==> config.mk <==
export PLATFORM = sky130hd
export DESIGN_NAME = tcw_cursor_step
export DESIGN_NICKNAME = d
export VERILOG_FILES = /design/src/design/text_console_char_writer_unit_defines.svh /design/src/design/tcw_pkg.sv /design/src/design/tcw_cursor_step.sv
export SDC_FILE = /design/constraint.sdc
export NUM_CORES = 1
export LEC_CHECK = 0
export BUFFER_PORTS_ARGS = -buffer_cell sky130_fd_sc_hd__buf_2
export CAP_MARGIN = 20
export CORE_MARGIN = 2
export CORE_UTILIZATION = 29
export DETAILED_ROUTE_END_ITERATION = 7
export GPL_TIMING_DRIVEN = 1
export PLACE_DENSITY = 0.6
export SLEW_MARGIN = 10
export SYNTH_ARGS = -nofsm -noshare
export SYNTH_HDL_FRONTEND = slang
export SYNTH_SLANG_ARGS = --single-unit
==> constraint.sdc <==
create_clock -name vclk -period 3.6
set_input_delay 0.72 -clock vclk [all_inputs]
set_output_delay 0.72 -clock vclk [all_outputs]
set_load 0.01 [all_outputs]
==> src/design/text_console_char_writer_unit_defines.svh <==
// Assertion macros for the console writer RTL.
`ifndef TEXT_CONSOLE_CHAR_WRITER_UNIT_DEFINES_SVH
`define TEXT_CONSOLE_CHAR_WRITER_UNIT_DEFINES_SVH

// Condition and consequence in the same cycle.
`define TCW_ASSERT_SAME(label, clk, rst_n, pre, post, msg) \
    label: assert property (@(posedge clk) disable iff (!rst_n) (pre) |-> (post)) \
        else $error(msg);

// Consequence in the cycle after the condition.
`define TCW_ASSERT_NEXT(label, clk, rst_n, pre, post, msg) \
    label: assert property (@(posedge clk) disable iff (!rst_n) (pre) |=> (post)) \
        else $error(msg);

`endif

==> src/design/tcw_pkg.sv <==
// Package for the text console writer: sizes, codes, word types and states.
package tcw_pkg;

    localparam int TEXT_COLUMNS = 80;
    localparam int TEXT_ROWS    = 25;
    localparam int CELL_COUNT   = TEXT_COLUMNS * TEXT_ROWS;

    localparam int ADDR_W = $clog2(CELL_COUNT);
    localparam int COL_W  = $clog2(TEXT_COLUMNS);
    localparam int LINE_W = $clog2(TEXT_ROWS);

    // field widths of the words on the ports
    localparam int CUR_COL_W = 7;
    localparam int CUR_ROW_W = 5;
    localparam int INDEX_W   = 11;
    localparam int CELL_W    = 16;

    localparam logic [CELL_W-1:0] BLANK_RESET = 16'h0F20;
    localparam int                TAB_STEP    = 4;   // power of two

    localparam logic [7:0] CH_BS    = 8'h08;
    localparam logic [7:0] CH_TAB   = 8'h09;
    localparam logic [7:0] CH_LF    = 8'h0A;
    localparam logic [7:0] CH_CR    = 8'h0D;
    localparam logic [7:0] CH_SPACE = 8'h20;

    localparam logic FUNC_PUT  = 1'b0;
    localparam logic FUNC_READ = 1'b1;

    typedef struct packed {
        logic               func;
        logic [7:0]         char_code;
        logic [7:0]         color;
        logic [INDEX_W-1:0] cell_index;
    } tcw_item_t;

    typedef struct packed {
        logic [CUR_COL_W-1:0] cursor_col;
        logic [CUR_ROW_W-1:0] cursor_row;
        logic [CELL_W-1:0]    cell_data;
        logic                 scrolled;
    } tcw_result_t;

    // cursor update for one put
    typedef struct packed {
        logic [COL_W-1:0]  col;
        logic [LINE_W-1:0] line;
        logic              scroll;
        logic              wr_en;
        logic [ADDR_W-1:0] wr_offset;
    } tcw_move_t;

    typedef enum logic [1:0] {
        ST_CLEAR,
        ST_IDLE,
        ST_READ,
        ST_BLANK
    } tcw_state_t;

endpackage

==> src/design/tcw_cursor_step.sv <==
// Cursor arithmetic for one put: new column and line, scroll and cell offset.
module tcw_cursor_step (
    input  logic [tcw_pkg::COL_W-1:0]  col_cur,
    input  logic [tcw_pkg::LINE_W-1:0] line_cur,
    input  logic [7:0]                 char_code,
    output tcw_pkg::tcw_move_t         move
);
    import tcw_pkg::*;

    logic [COL_W:0]  col_w;
    logic [COL_W:0]  tab_sum;
    logic [LINE_W:0] line_w;
    logic            wr_en;

    assign tab_sum = {1'b0, col_cur} + (COL_W+1)'(TAB_STEP);

    always_comb
    begin
        col_w  = {1'b0, col_cur};
        line_w = {1'b0, line_cur};
        wr_en  = 1'b0;
        case (char_code)
            CH_TAB:
            begin
                col_w = tab_sum & ~((COL_W+1)'(TAB_STEP - 1));
            end
            CH_CR:
            begin
                col_w = '0;
            end
            CH_LF:
            begin
                col_w  = '0;
                line_w = line_w + 1'b1;
            end
            CH_BS:
            begin
                if (col_cur != '0)
                begin
                    col_w = col_w - 1'b1;
                end
            end
            default:
            begin
                if (char_code inside {[CH_SPACE:8'hFF]})
                begin
                    wr_en = 1'b1;
                    col_w = col_w + 1'b1;
                end
            end
        endcase

        if (col_w >= (COL_W+1)'(TEXT_COLUMNS))
        begin
            col_w  = '0;
            line_w = line_w + 1'b1;
        end

        move.scroll = 1'b0;
        if (line_w >= (LINE_W+1)'(TEXT_ROWS))
        begin
            line_w      = (LINE_W+1)'(TEXT_ROWS - 1);
            move.scroll = 1'b1;
        end

        move.col       = col_w[COL_W-1:0];
        move.line      = line_w[LINE_W-1:0];
        move.wr_en     = wr_en;
        // logical offset of the cell under the old cursor
        move.wr_offset = ADDR_W'(line_cur) * ADDR_W'(TEXT_COLUMNS) + ADDR_W'(col_cur);
    end

endmodule

==> summary.txt, run 1 <==
Setup path
  • Arrival @ worst endpoint: 2.77 ns
  • Crit path capture type: output port
  • Nature of the critical path startpoint: input port
  • CP Max Fanout: 12
  • Critical path class: input port to output port
  • CP required: 2.88 ns
  • Worst setup path start: col_cur[3]

Placed design
  • Placed Area: 1740 µm²
  • Number of port buffers: 45
  • DP Worst Slack: 0.0710 ns
  • HPWL Detailed: 3200 µm
  • Routability Congestion: 0.855

Synthesis
  • Synthesized cell area: 1360 µm²
  • Post-Synth Adder-Cell Area: 16.7%
  • Top post-synthesis cells by area: ha_1 (14%), xnor2_1 (12%), nand3_1 (4.8%)
  • Gate Count Post-Synth: 183
  • YS warnings: 0
  • Complex-gate fraction of the synthesized area: 25.4%
  • Xor and xnor area share after synthesis: 13.5%
  • Mean Syn Cell Area: 7.45 µm²
  • Synth Area in Simple Gates: 32.5%
  • Sequential share of the synthesized area: 0%
  • Synth area leader: ha_1
  • Mux cell area share after synthesis: 3.12%
  • Largest family of logic cells by synthesized area: simple AND/OR/NAND/NOR gates
  • Share of the synthesized area in the top cell type: 13.8%
  • Net Count, Synth: 220
  • Synth unique cells: 59

Pwr
  • Pwr Total: 258 µW
  • LEAKAGE: 0.000843 µW
  • VDD IR-drop max: 0.0873 mV
  • Pwr per Cell Area: 135 nW/µm²

Floorplan
  • Initial core utilization: 30.7%
  • Die Y: 72.5 µm
  • Core region area: 4440 µm²
  • Ports: 45
  • Die Wd: 72.5 µm
  • Die area: 5260 µm²
  • Std-Cell Rows: 24

Outcome
  • Status: completed

Global routing
  • Largest net degree at the start of global routing: 13
  • First-pass GRT wire length: 6330 µm
  • Global route total overflow: 0
  • Vias in the first global route: 1394
  • Tot GR Track Use: 14.1%
  • Initial antenna violation count: 0

Cells and area
  • Clkbuf count: 0
  • Commonest non-fill, non-tap cell in the layout: buf_2
  • Seq_cells: 0
  • # nets final: 284
  • Antenna Cells: 0
  • Most frequent cells in the layout: buf_2 (42), buf_4 (27), xnor2_1 (18)
  • Layout cells sized above 1: 46.5%
  • Area of the multi-input gates: 1360 µm²
  • Final Util: 43.0%
  • Synthesis-to-finish area growth: 40.3%
  • Number of fill cells in the layout: 481
  • Sequential Area: 0 µm²
  • Finished Cell Area: 1910 µm²

Clock network
  • Hold-fix buffers, CTS: 0

STA
  • Worst Max-Slew Pin Slew: 0.312 ns
  • Max-slew violations: 0
  • Final period utilization: 97.0%
  • Final setup violation count: 0
  • Max frequency: 287 MHz
  • Slew headroom: 79.2%
  • Final hold vios: 0
  • Setup ws final: 0.110 ns
  • Tmin final: 3.49 ns

Drt
  • Post-DRT Antenna Nets: 0
  • Drt wl/cell: 13.4 µm
  • Via density per instance: 5.26
  • First-pass detailed-route iteration total: 4
  • Starting DRT DRC Count: 52
  • Routed via count: 1562
  • # DRC: 0
  • Routed Wire Length: 3980 µm

Worst hold path
  • Worst hold path startpoint: col_cur[0]
  • Hold Crit Class: input port to output port

Flow run
  • Max-Cap Viols: 0
synthesized netlist by cell type (3+ instances only):
| library cell | count |
|---|---|
| inv_1 | 10 |
| xor2_1 | 3 |
| o21ai_0 | 7 |
| and3_1 | 3 |
| nor4b_2 | 3 |
| o22ai_1 | 3 |
| xnor2_1 | 18 |
| nor2_1 | 17 |
| nand2_1 | 9 |
| a21oi_1 | 10 |
| nand3b_1 | 4 |
| or2_2 | 3 |
| ha_1 | 15 |
| and3_2 | 3 |
| nand3_1 | 13 |
| buf_4 | 5 |
cell type report:
cell class	count	area share (%)
timing repair buffer	72	22.8
tap	52	3.40
inverter	12	2.49
multi-input combinational	161	71.3
repair_timing:
action                     CTS  global route
setup endpoints to repair    0             8
resized for setup            0            28
hold endpoints to repair     0             0
buffers inserted             0             5
worst paths after layout:
path / to / slack [ns] / cells after the start
worst max-delay path: move[18] / 0.11 / 13
worst min-delay path: move[0] / 1.71 / 2
worst max-delay path, stage by stage:
cell and delay, ns:
clkbuf_4 0.17, inv_4 0.08, ha_4 0.13, nand3b_1 0.14, nor2_2 0.16, buf_4 0.12
nor4b_1 0.04, a211o_1 0.32, o21bai_4 0.22, buf_4 0.18, nand2_8 0.08, a311oi_2 0.24
buf_2 0.16
metal layers:
metal | GRT usage, % | wire length (µm) | vias to the layer above
li1 | - | - | 796
met3 | 1.67 | 245 | 0
met1 | 20.5 | 1840 | 724
met2 | 23.6 | 1900 | 42
met5 | 0 | 0 | -
met4 | 0 | 0 | 0
power breakdown:
| group | leakage, µW | switching (µW) | internal, µW |
|---|---|---|---|
| combinational | 0.000843 | 134 | 124 |
| clock | 0 | 0 | 0 |
| sequential | 0 | 0 | 0 |
metrics by stage:
| step | TNS [ns] | hold slack (ns) | std cells |
|---|---|---|---|
| 2_1_floorplan | 0 | 1.53 | 183 |
| 3_3_place_gp | 0 | 1.69 | 292 |
| 3_5_place_dp | 0 | 1.70 | 292 |
| 4_1_cts | 0 | 1.70 | 292 |
| 5_1_grt | -0.0507 | 1.72 | 297 |
| 6_report | 0 | 1.71 | 297 |
kinds of logic (layout without fill, tap and decap cells):
logic type,after synthesis,in the layout
and+or+nand+nor,73,73
xor gates and xnor gates,21,21
AOI/OAI and AO/OA,46,46
adders and majority gates,17,17
buffers and inverters,22,84
muxes,4,4
No activity file was read; power rests on OpenSTA's default activity.
==> run 2: changes to the inputs <==
--- a/config.mk
+++ b/config.mk
@@ -7,7 +7,6 @@
 export LEC_CHECK = 0
 export BUFFER_PORTS_ARGS = -buffer_cell sky130_fd_sc_hd__buf_2
 export CAP_MARGIN = 20
-export CORE_MARGIN = 2
 export CORE_UTILIZATION = 29
 export DETAILED_ROUTE_END_ITERATION = 7
 export GPL_TIMING_DRIVEN = 1
==> summary.txt, run 2 (synthesis gave the netlist of run 1 again) <==
Setup path
  • CP Max Fanout: 7
  • Critical-path cell list: buf_4 -> buf_6 -> mux2i_4 -> and3_4 -> o32ai_1 -> a211o_1 -> o21bai_4 -> a21oi_2 -> o21ai_2 -> nor3b_2 -> buf_2
  • Slowest cell on crit path: a211o_1
  • CP required: 2.88 ns
  • Crit path capture type: output port
  • Nature of the critical path startpoint: input port
  • CP max stage delay: 0.33 ns
  • Arrival @ worst endpoint: 2.77 ns
  • Critical path class: input port to output port

STA
  • Final hold vios: 0
  • Tmin final: 3.49 ns
  • Slew headroom: 77.2%
  • Final setup violation count: 0
  • Final period utilization: 97.1%
  • Max frequency: 286 MHz
  • Max-slew violations: 0
  • RSZ-0062 raised after global routing: true
  • Setup ws final: 0.106 ns
  • Worst Max-Slew Pin Slew: 0.342 ns
  • Final TNS setup: 0 ns

Cells and area
  • Commonest non-fill, non-tap cell in the layout: buf_2
  • # nets final: 283
  • Synthesis-to-finish area growth: 43.4%
  • Clkbuf count: 0
  • Most frequent cells in the layout: buf_2 (42), buf_4 (27), xnor2_1 (16)
  • Sequential Area: 0 µm²
  • Number of fill cells in the layout: 468
  • Seq_cells: 0
  • Antenna Cells: 0
  • Layout cells sized above 1: 48.0%

Outcome
  • Failing checks: DRC
  • Status: finished with violations

Pwr
  • Clock group share of total power: 0%
  • Logic gate share of total power: 100.0%
  • Switch share: 52.3%
  • Int Pwr: 127 µW
  • Sequential Power Share: 0%
  • Pwr per Cell Area: 136 nW/µm²
  • VDD IR-drop max: 0.119 mV
  • Net switching power figure: 139 µW
  • LEAKAGE: 0.000865 µW

Global routing
  • Vias in the first global route: 1551
  • Initial antenna violation count: 0
  • Largest net degree at the start of global routing: 13
  • Tot GR Track Use: 15.9%
  • First-pass GRT wire length: 6780 µm
  • Global route total overflow: 0

Drt
  • Drt wl/cell: 14.0 µm
  • Post-DRT Antenna Nets: 0
  • Routed Wire Length: 4160 µm
  • Via density per instance: 5.30
  • # DRC: 10
  • Routed via count: 1570
  • First-pass detailed-route iteration total: 6
  • Starting DRT DRC Count: 72

Floorplan
  • Die Wd: 70.5 µm
  • Initial core utilization: 30.7%
  • Core region area: 4440 µm²
  • Die Y: 70.5 µm
  • Ports: 45
  • Std-Cell Rows: 24
  • Die area: 4980 µm²

Placed design
  • Routability Congestion: 0.923
  • HPWL Detailed: 3220 µm
  • DP Worst Slack: 0.00279 ns
  • Number of port buffers: 45

Clock network
  • Hold-fix buffers, CTS: 0

Worst hold path
  • Hold Crit Class: input port to output port
  • WHS Path Cells: 2

Flow run
  • Max-Cap Viols: 0
-- run 2: path summary, 6_finish.rpt --
| path | startpoint | to | slack, ns |
|---|---|---|---|
| min | col_cur[3] | move[3] | 1.70 |
| max | char_code[0] | move[15] | 0.11 |
-- run 2: layout make-up --
class / instances / area, µm² / area share [%]
inverters: 12 / 52.6 / 2.69
well taps: 52 / 65.1 / 3.33
repair buffers: 71 / 435 / 22.3
multi-input cells: 161 / 1400 / 71.7
-- run 2: critical path: cells and delay by family --
kind	cells	cell delay [ns]
buffers and inverters	3	0.38
AND/OR/NAND/NOR	2	0.41
AO/OA/AOI/OAI	5	0.99
multiplexers	1	0.24
-- run 2: timing repair --
action                                  in CTS  in global routing
gates resized for setup                      1                 41
gates cloned                                 0                  0
pin swaps                                    0                 10
endpoints found under the setup margin       2                  9
buffers inserted                             0                  3
-- run 2: power groups by stage --
stage / combinational [µW] / sequential (µW) / clock (µW)
after floorplan: 151 / 0 / 0
after global routing: 293 / 0 / 0
after CTS: 243 / 0 / 0
after global placement: 239 / 0 / 0
after detailed placement: 240 / 0 / 0
final: 265 / 0 / 0
-- run 2: per-stage QoR --
stage / utilization [%] / std cells / hold WS, ns / power (µW) / area (µm²)
3_3_place_gp: 39.4 / 293 / 1.68 / 239 / 1750
3_5_place_dp: 39.4 / 293 / 1.69 / 240 / 1750
2_1_floorplan: - / 183 / 1.53 / 151 / 1360
5_1_grt: 44.0 / 296 / 1.71 / 293 / 1950
6_report: 44.0 / 296 / 1.70 / 265 / 1950
4_1_cts: 39.6 / 293 / 1.69 / 243 / 1760
-- run 2: per-layer routing --
| layer | global-route usage [%] | up-vias | routed length, µm |
|---|---|---|---|
| met5 | 0 | - | 0 |
| met3 | 0.855 | 6 | 156 |
| li1 | - | 796 | - |
| met4 | 1.78 | 0 | 63 |
| met1 | 21.7 | 725 | 1950 |
| met2 | 28.6 | 43 | 1980 |
==> run 3: changes to the inputs <==
--- a/config.mk
+++ b/config.mk
@@ -6,7 +6,7 @@
 export NUM_CORES = 1
 export LEC_CHECK = 0
 export BUFFER_PORTS_ARGS = -buffer_cell sky130_fd_sc_hd__buf_2
-export CAP_MARGIN = 20
+export CAP_MARGIN = 40
 export CORE_UTILIZATION = 29
 export DETAILED_ROUTE_END_ITERATION = 7
 export GPL_TIMING_DRIVEN = 1
==> constraint.sdc (replaced) <==
create_clock -name vclk -period 3.6
set_input_delay 0 -clock vclk [all_inputs]
set_output_delay 0 -clock vclk [all_outputs]
set_load 0.01 [all_outputs]
==> summary.txt, run 3 (synthesis gave the netlist of run 1 again) <==
Setup path
  • Critical-path cell list: buf_2 -> nor4b_2 -> nand2_1 -> xnor2_1 -> ha_1 -> o21ai_2 -> o21a_1 -> o211ai_1 -> nand2_1 -> o22ai_1 -> buf_2
  • Buf/Inv on CP: 2
  • Worst setup path start: char_code[6]
  • CP Max Fanout: 5
  • CP max stage delay: 0.47 ns
  • Crit path capture type: output port
  • CP required: 3.60 ns
  • Critical path class: input port to output port
  • Nature of the critical path startpoint: input port
  • Slowest cell on crit path: nor4b_2
  • Arrival @ worst endpoint: 2.55 ns
  • Critical path's top delay family: simple AND/OR/NAND/NOR gates

Placed design
  • HPWL Detailed: 2980 µm
  • DP Worst Slack: 1.11 ns
  • Number of port buffers: 45
  • Placed cells: 270
  • Routability Congestion: 0.900

Pwr
  • LEAKAGE: 0.000697 µW
  • VDD IR-drop max: 0.0800 mV
  • Pwr Total: 222 µW
  • Pwr per Cell Area: 140 nW/µm²

STA
  • Slew headroom: 68.5%
  • Final period utilization: 70.9%
  • RSZ-0062 raised after global routing: false
  • Final setup violation count: 0
  • Final TNS setup: 0 ns
  • Tmin final: 2.55 ns
  • Final hold vios: 0
  • Worst Max-Slew Pin Slew: 0.469 ns
  • Max frequency: 392 MHz
  • Max-slew violations: 0
  • Setup ws final: 1.05 ns

Outcome
  • Failing checks: DRC
  • Status: finished with violations

Cells and area
  • Clkbuf count: 0
  • Layout cells sized above 1: 33.0%
  • Seq_cells: 0
  • Sequential Area: 0 µm²
  • Non-Filler Instances: 270
  • Final Util: 35.5%
  • # nets final: 257
  • Number of fill cells in the layout: 475
  • Commonest non-fill, non-tap cell in the layout: buf_2
  • Synthesis-to-finish area growth: 15.9%
  • Most frequent cells in the layout: buf_2 (45), xnor2_1 (18), nor2_1 (17)
  • Antenna Cells: 0

Worst hold path
  • Hold EP: move[0]
  • Hold Crit Class: input port to output port
  • Worst hold path startpoint: col_cur[0]
  • WHS Path Cells: 2

Drt
  • Via density per instance: 5.41
  • Starting DRT DRC Count: 186
  • Post-DRT Antenna Nets: 0
  • # DRC: 10
  • Routed via count: 1461
  • First-pass detailed-route iteration total: 6
  • Routed Wire Length: 3530 µm
  • Drt wl/cell: 13.1 µm

Floorplan
  • Die Y: 70.5 µm
  • Ports: 45
  • Die area: 4980 µm²
  • Die Wd: 70.5 µm
  • Initial core utilization: 30.7%
  • Core region area: 4440 µm²
  • Std-Cell Rows: 24

Global routing
  • Largest net degree at the start of global routing: 13
  • Tot GR Track Use: 14.1%
  • First-pass GRT wire length: 6030 µm
  • Vias in the first global route: 1397
  • Initial antenna violation count: 0
  • Global route total overflow: 0

Clock network
  • Hold-fix buffers, CTS: 0
  • # Post-CTS Setup Buffers: 0
  • Post-cts resize count: 0

Flow run
  • Max-Cap Viols: 0
## run 3: cell count changes in the layout (fill, tap and decap cells not counted), sizes merged
| cell | change |
|---|---|
| buf | -26 |
## run 3: worst max path at each step
stage                     endpoint  slack (ns)  depth (start not counted)
after floorplan           move[13]        1.59                         10
after global placement    move[13]        1.21                         11
after detailed placement  move[13]        1.11                         11
after CTS                 move[13]        1.11                         11
after global routing      move[13]        0.89                         11
final                     move[13]        1.05                         11
## run 3: metal layers
layer | vias to the layer above | track usage (%) | wire length (µm)
li1 | 740 | - | -
met3 | 4 | 1.14 | 274
met1 | 653 | 18.9 | 1610
met2 | 64 | 24.6 | 1610
met4 | 0 | 3.33 | 40
met5 | - | 0 | 0
## run 3: power breakdown
part	internal (µW)	switching, µW
clock	0	0
sequential	0	0
combinational	98.2	123
## run 3: stage by stage
stage          hold WS [ns]  cell area [µm²]
6_report              0.251             1580
3_5_place_dp          0.252             1580
3_3_place_gp          0.241             1580
2_1_floorplan        0.0918             1360
5_1_grt               0.265             1580
4_1_cts               0.253             1580
## run 3: layout make-up
cell class	instances	area (µm²)	area share [%]
inverter	12	45.0	2.85
timing repair buffer	45	225	14.3
multi-input combinational	161	1240	78.8
tap	52	65.1	4.12
